--- src/sv/pse_pkg.sv ---
package pse_pkg;

    // Default bound on the sieve range; the top level hands it down.
    localparam int PSE_MAX_LIMIT = 4096;

    localparam logic CMD_SWEEP = 1'b0;
    localparam logic CMD_READ  = 1'b1;

    typedef struct packed {
        logic        cmd;
        logic [11:0] index;
    } t_req;

    typedef struct packed {
        logic [12:0] cost;
        logic [12:0] prime_count;
        logic [12:0] prime_value;
        logic        out_of_range;
    } t_rsp;

    // Datapath operations selected by the control word of a step.
    typedef enum logic [3:0] {
        OP_NOP,
        OP_INIT,
        OP_FILL,
        OP_SINIT,
        OP_SQTEST,
        OP_KLOAD,
        OP_STRIKE,
        OP_DRAIN_S,
        OP_ADVANCE,
        OP_CINIT,
        OP_COLLECT,
        OP_DRAIN_C,
        OP_SWEEP_OUT,
        OP_RD_ISSUE,
        OP_READ_OUT
    } t_op;

    // Jump conditions. A true condition jumps to the target, otherwise the
    // program falls through to the next step.
    typedef enum logic [3:0] {
        C_NEVER,
        C_ALWAYS,
        C_NO_REQ,
        C_IS_READ,
        C_K_LT_TOP,
        C_SQ_GT_TOP,
        C_NOT_MARK,
        C_KJ_LE_TOP,
        C_K_GT_TOP,
        C_OUT_BUSY
    } t_cond;

    typedef logic [4:0] t_step;

    localparam t_step P_IDLE    = 5'd0;
    localparam t_step P_DISP    = 5'd1;
    localparam t_step P_CLR0    = 5'd2;
    localparam t_step P_FILL    = 5'd3;
    localparam t_step P_SINIT   = 5'd4;
    localparam t_step P_SCHK    = 5'd5;
    localparam t_step P_SJT     = 5'd6;
    localparam t_step P_STRIKE  = 5'd7;
    localparam t_step P_SDRAIN  = 5'd8;
    localparam t_step P_SNEXT   = 5'd9;
    localparam t_step P_CINIT   = 5'd10;
    localparam t_step P_CTEST   = 5'd11;
    localparam t_step P_COLLECT = 5'd12;
    localparam t_step P_CDRAIN  = 5'd13;
    localparam t_step P_RESULT  = 5'd14;
    localparam t_step P_SRET    = 5'd15;
    localparam t_step P_READ    = 5'd16;
    localparam t_step P_RDOUT   = 5'd17;
    localparam t_step P_RRET    = 5'd18;

    typedef struct packed {
        t_op   op;
        t_cond cond;
        t_step target;
    } t_uword;

    // Status from the datapath that the sequencer tests for jumps.
    typedef struct packed {
        logic no_req;
        logic is_read;
        logic k_lt_top;
        logic sq_gt_top;
        logic not_mark;
        logic kj_le_top;
        logic k_gt_top;
        logic out_busy;
    } t_flags;

    // The control program.
    function automatic t_uword ucode_rom(t_step step);
        t_uword w;
        case (step)
            P_IDLE:    w = '{op: OP_NOP,       cond: C_NO_REQ,    target: P_IDLE};
            P_DISP:    w = '{op: OP_NOP,       cond: C_IS_READ,   target: P_READ};
            P_CLR0:    w = '{op: OP_INIT,      cond: C_NEVER,     target: P_IDLE};
            P_FILL:    w = '{op: OP_FILL,      cond: C_K_LT_TOP,  target: P_FILL};
            P_SINIT:   w = '{op: OP_SINIT,     cond: C_NEVER,     target: P_IDLE};
            P_SCHK:    w = '{op: OP_SQTEST,    cond: C_SQ_GT_TOP, target: P_CINIT};
            P_SJT:     w = '{op: OP_KLOAD,     cond: C_NOT_MARK,  target: P_SNEXT};
            P_STRIKE:  w = '{op: OP_STRIKE,    cond: C_KJ_LE_TOP, target: P_STRIKE};
            P_SDRAIN:  w = '{op: OP_DRAIN_S,   cond: C_NEVER,     target: P_IDLE};
            P_SNEXT:   w = '{op: OP_ADVANCE,   cond: C_ALWAYS,    target: P_SCHK};
            P_CINIT:   w = '{op: OP_CINIT,     cond: C_NEVER,     target: P_IDLE};
            P_CTEST:   w = '{op: OP_NOP,       cond: C_K_GT_TOP,  target: P_RESULT};
            P_COLLECT: w = '{op: OP_COLLECT,   cond: C_K_LT_TOP,  target: P_COLLECT};
            P_CDRAIN:  w = '{op: OP_DRAIN_C,   cond: C_NEVER,     target: P_IDLE};
            P_RESULT:  w = '{op: OP_SWEEP_OUT, cond: C_OUT_BUSY,  target: P_RESULT};
            P_SRET:    w = '{op: OP_NOP,       cond: C_ALWAYS,    target: P_IDLE};
            P_READ:    w = '{op: OP_RD_ISSUE,  cond: C_NEVER,     target: P_IDLE};
            P_RDOUT:   w = '{op: OP_READ_OUT,  cond: C_OUT_BUSY,  target: P_RDOUT};
            P_RRET:    w = '{op: OP_NOP,       cond: C_ALWAYS,    target: P_IDLE};
            default:   w = '{op: OP_NOP,       cond: C_ALWAYS,    target: P_IDLE};
        endcase
        return w;
    endfunction

endpackage

--- src/sv/pse_useq.sv ---
module pse_useq
    import pse_pkg::*;
(
    input  logic   i_clk,
    input  logic   i_rst_n,
    input  t_flags i_flags,
    output t_uword o_uword,
    output logic   o_idle
);

    t_step  r_step;
    t_step  n_step;
    t_uword uword;
    logic   take;

    assign uword   = ucode_rom(r_step);
    assign o_uword = uword;
    assign o_idle  = (r_step == P_IDLE);

    always_comb begin
        case (uword.cond)
            C_NEVER:     take = 1'b0;
            C_ALWAYS:    take = 1'b1;
            C_NO_REQ:    take = i_flags.no_req;
            C_IS_READ:   take = i_flags.is_read;
            C_K_LT_TOP:  take = i_flags.k_lt_top;
            C_SQ_GT_TOP: take = i_flags.sq_gt_top;
            C_NOT_MARK:  take = i_flags.not_mark;
            C_KJ_LE_TOP: take = i_flags.kj_le_top;
            C_K_GT_TOP:  take = i_flags.k_gt_top;
            C_OUT_BUSY:  take = i_flags.out_busy;
            default:     take = 1'b0;
        endcase
        n_step = take ? uword.target : r_step + 5'd1;
    end

    always_ff @(posedge i_clk) begin
        if (!i_rst_n) begin
            r_step <= P_IDLE;
        end else begin
            r_step <= n_step;
        end
    end

endmodule

--- config.mk ---
export PLATFORM = sky130hd
export DESIGN_NAME = pse_useq
export DESIGN_NICKNAME = d
export VERILOG_FILES = /design/src/sv/pse_pkg.sv /design/src/sv/pse_useq.sv
export SDC_FILE = /design/constraint.sdc
export NUM_CORES = 1
export LEC_CHECK = 0
export BUFFER_PORTS_ARGS = -buffer_cell sky130_fd_sc_hd__buf_2
export CORE_MARGIN = 3
export CORE_UTILIZATION = 46
export DETAILED_ROUTE_END_ITERATION = 8
export PLACE_DENSITY = 0.78
export SLEW_MARGIN = 5
export SYNTH_ARGS = -nofsm -noshare
export SYNTH_HDL_FRONTEND = slang
export SYNTH_SLANG_ARGS = --single-unit
--- constraint.sdc ---
create_clock -name i_clk -period 7 [get_ports i_clk]
set_input_delay 0 -clock i_clk [delete_from_list [all_inputs] [get_ports i_clk]]
set_output_delay 0 -clock i_clk [all_outputs]
set_load 0.02 [all_outputs]
==> metrics <==
Clk pwr share=between 10% and 20%; Final Hold Viols=0; RSZ-0062 raised after global routing=false; post-DP HPWL=2324 microns; yosys warns=0; compound-cell area share of the yosys netlist=just over 20%; largest net degree at the start of global routing=17; setup bufs post-CTS=0; largest family of logic cells by synthesized area=simple AND/OR/NAND/NOR gates; final net count=180; DIE HEIGHT=57.87 microns; Detail Route Antenna Nets=0; adder-cell share of the synthesized area=slightly above 9%; area growth from synthesis to layout=12.54%; Peak Freq=~0.30 GHz; Worst VDD drop=between 0.00015 and 0.0002 V; Chip Width=a little under 60 microns; Least-Margin Pin Slew=0.7615 ns; Placed Area=between 1000 and 1500 sq um; clk_lat worst skew=0.29 ns; Post-synth top flop=dfxtp_1; Reg2Reg Setup Slack=approximately 3.7 ns; post-DR vias/cell=about 6.2; non-filler cells in the finished layout=190; Hold Crit Depth=2; mux cell area share after synthesis=8.999%; # IOs=24; FP Rows=18; Syn Nets=around 160; Initial DRC Count=59; combinational share of power=roughly 52%; CTS HTree Levels=1; Clock Path Buffers=2; GRT Overall Usage=18.70%; drt first pass iters=4; WL/cell=around 16 microns; status=completed; top-area cell type share of the netlist area=about 29%; root buffer cell=clkbuf_4; Sw Share=approximately 44%; critical path class=register to register; sw power=192.5 uW; Worst setup SP type=register; crit path time final=~3.3 ns; final WL=3074 microns; Worst Skew=between 0.003 and 0.004 ns; initial antenna violation count=0; Synth async-reset ratio=0%; Post-CTS Resized=0; layout cells sized above 1=between 20% and 30%; PD cells=~320 nW/um^2; Final Cycle Share=~47%; Internal Power=between 200 and 250 uW; Critical Path RT=7.22 ns; final setup fails=0; CTS tree=yes; Die ar.=3348 sq um; Hold WC Path Type=input pin to register; most frequent cell after synthesis=dfxtp_1; Port Buf Inserts=23; post-synthesis simple-gate area fraction=23.56%; Leak=between 0.0006 and 0.0007 uW; hold_buf cts=0; Synth top cells by count=dfxtp_1, nand2_1, ha_1; Flop pwr share=33.3%; Yosys cell types=54; crit end category=register; Seq/Total Area, Yosys=slightly below 30%; hold path start=i_rst_n; drt drc=0; XOR/XNOR Fraction of Synth Area=under 10%; worst flop-to-flop path endpoint=o_uword[10]$_DFF_P_; vias in the first global route=about 1,100; Finished Cell Area=~1400 sq um; Setup TNS Final=0 ns; Avg Cell Area, Syn=8.902 sq um; Crit Reg-Reg Startpoint=o_uword[5]$_DFF_P_; worst reg-to-reg path cell count=8; mapped cell area=around 1200 sq um; Seq cells post-synth=18; Synth area leader=dfxtp_1; clk sinks=18; Syn Inst Count=around 140; gpl congestion=a little under 1; routed vias=roughly 1,200; global route overflow=0; top post-synthesis cells by area=dfxtp_1, ha_1, nand2_1, mux2i_1, nor3b_1; first-pass GRT wire length=4905 microns; CP Max Fanout=16; relative slew slack=~49%; ant diodes=0; CTS Buf Count=3; Inst Count DP=about 190; Final Max Slew Viols=0; CP arrival=3.51 ns; maximum capacitance violations=0; core box area=~2500 sq um; Initial Util=between 40% and 50%; Post-synth EDFFs=0; clock transition at the registers of the reported paths=~0.10 ns; hold path endpoint=r_step[0]$_SDFF_PN0_
-- critical path, stage by stage (launching register included) --
cell and delay (ns):
dfxtp_1 0.42, mux4_2 0.53, nor2b_2 0.20, or3_1 0.49
mux2i_1 0.48, ha_1 0.32, or3b_1 0.39, a211o_1 0.30
o211ai_1 0.08
-- placed cells by master, fill, tap and decap left out, types with 4 or more instances in the layout --
cell type / netlist / layout
nor2_1: 7 / 7
buf_2: 3 / 23
o22ai_1: 4 / 4
inv_1: 5 / 5
nand3_1: 5 / 5
dfxtp_1: 18 / 18
ha_1: 9 / 9
nand2_1: 14 / 14
nor3b_1: 4 / 4
a21oi_1: 4 / 4
mux2i_1: 4 / 4
-- stage by stage --
| stage | total power, uW | util, % | hold slack, ns | worst slack [ns] |
|---|---|---|---|---|
| after floorplan | 320.3 | - | 0.3388 | 3.951 |
| after global placement | 370.4 | 53.77 | 0.3977 | 3.917 |
| after detailed placement | 375.5 | 53.77 | 0.4010 | 3.794 |
| after CTS | 439.7 | 55.21 | 0.08430 | 3.735 |
| after global routing | 469.3 | 55.21 | 0.1016 | 3.518 |
| final | 440.4 | 55.21 | 0.09023 | 3.713 |
-- power groups by stage --
stage                     Sequential (uW)  Combinational, uW  Clock (uW)
final                                 147                231        63.0
after global routing                  151                250        68.3
after CTS                             147                228        64.5
after detailed placement              149                227           0
after global placement                148                223           0
after floorplan                       165                156           0
-- sequential cells by signal (all words and copies together), names as in the netlist --
| name | flops |
|---|---|
| r_step | 5 |
| o_uword | 13 |
-- cells by family after synthesis --
family | count (synthesis)
AOI/OAI and AO/OA | 33
DFF | 18
xor gates and xnor gates | 4
buffers and inverters | 15
muxes | 9
and+or+nand+nor | 51
adders and majority gates | 9
-- per-layer routing --
metal / part of all wire (%) / GRT usage (%)
met5: 0 / 0
met4: 2.3 / 8.940
met2: 46 / 28.55
met1: 46 / 26.03
met3: 6.1 / 2.450
-- worst max path at each step --
stage / startpoint / to / slack [ns] / depth (start not counted)
after floorplan: o_uword[5]$_DFF_P_ / o_uword[10]$_DFF_P_ / 3.95 / 12
after global placement: o_uword[5]$_DFF_P_ / o_uword[10]$_DFF_P_ / 3.92 / 8
after detailed placement: o_uword[5]$_DFF_P_ / o_uword[10]$_DFF_P_ / 3.79 / 8
after CTS: o_uword[5]$_DFF_P_ / o_uword[10]$_DFF_P_ / 3.74 / 8
after global routing: o_uword[5]$_DFF_P_ / o_uword[10]$_DFF_P_ / 3.52 / 8
final: o_uword[5]$_DFF_P_ / o_uword[10]$_DFF_P_ / 3.71 / 8
-- area by class of cell --
type	count	area, sq um
repair buffers	23	115.1
flip-flops and latches	18	360.3
fillers	241	1130
inverters	9	36.28
clock buffers	4	36.28
well taps	30	37.54
multi-input cells	106	807.0
Power figures use the tool's default switching activity.
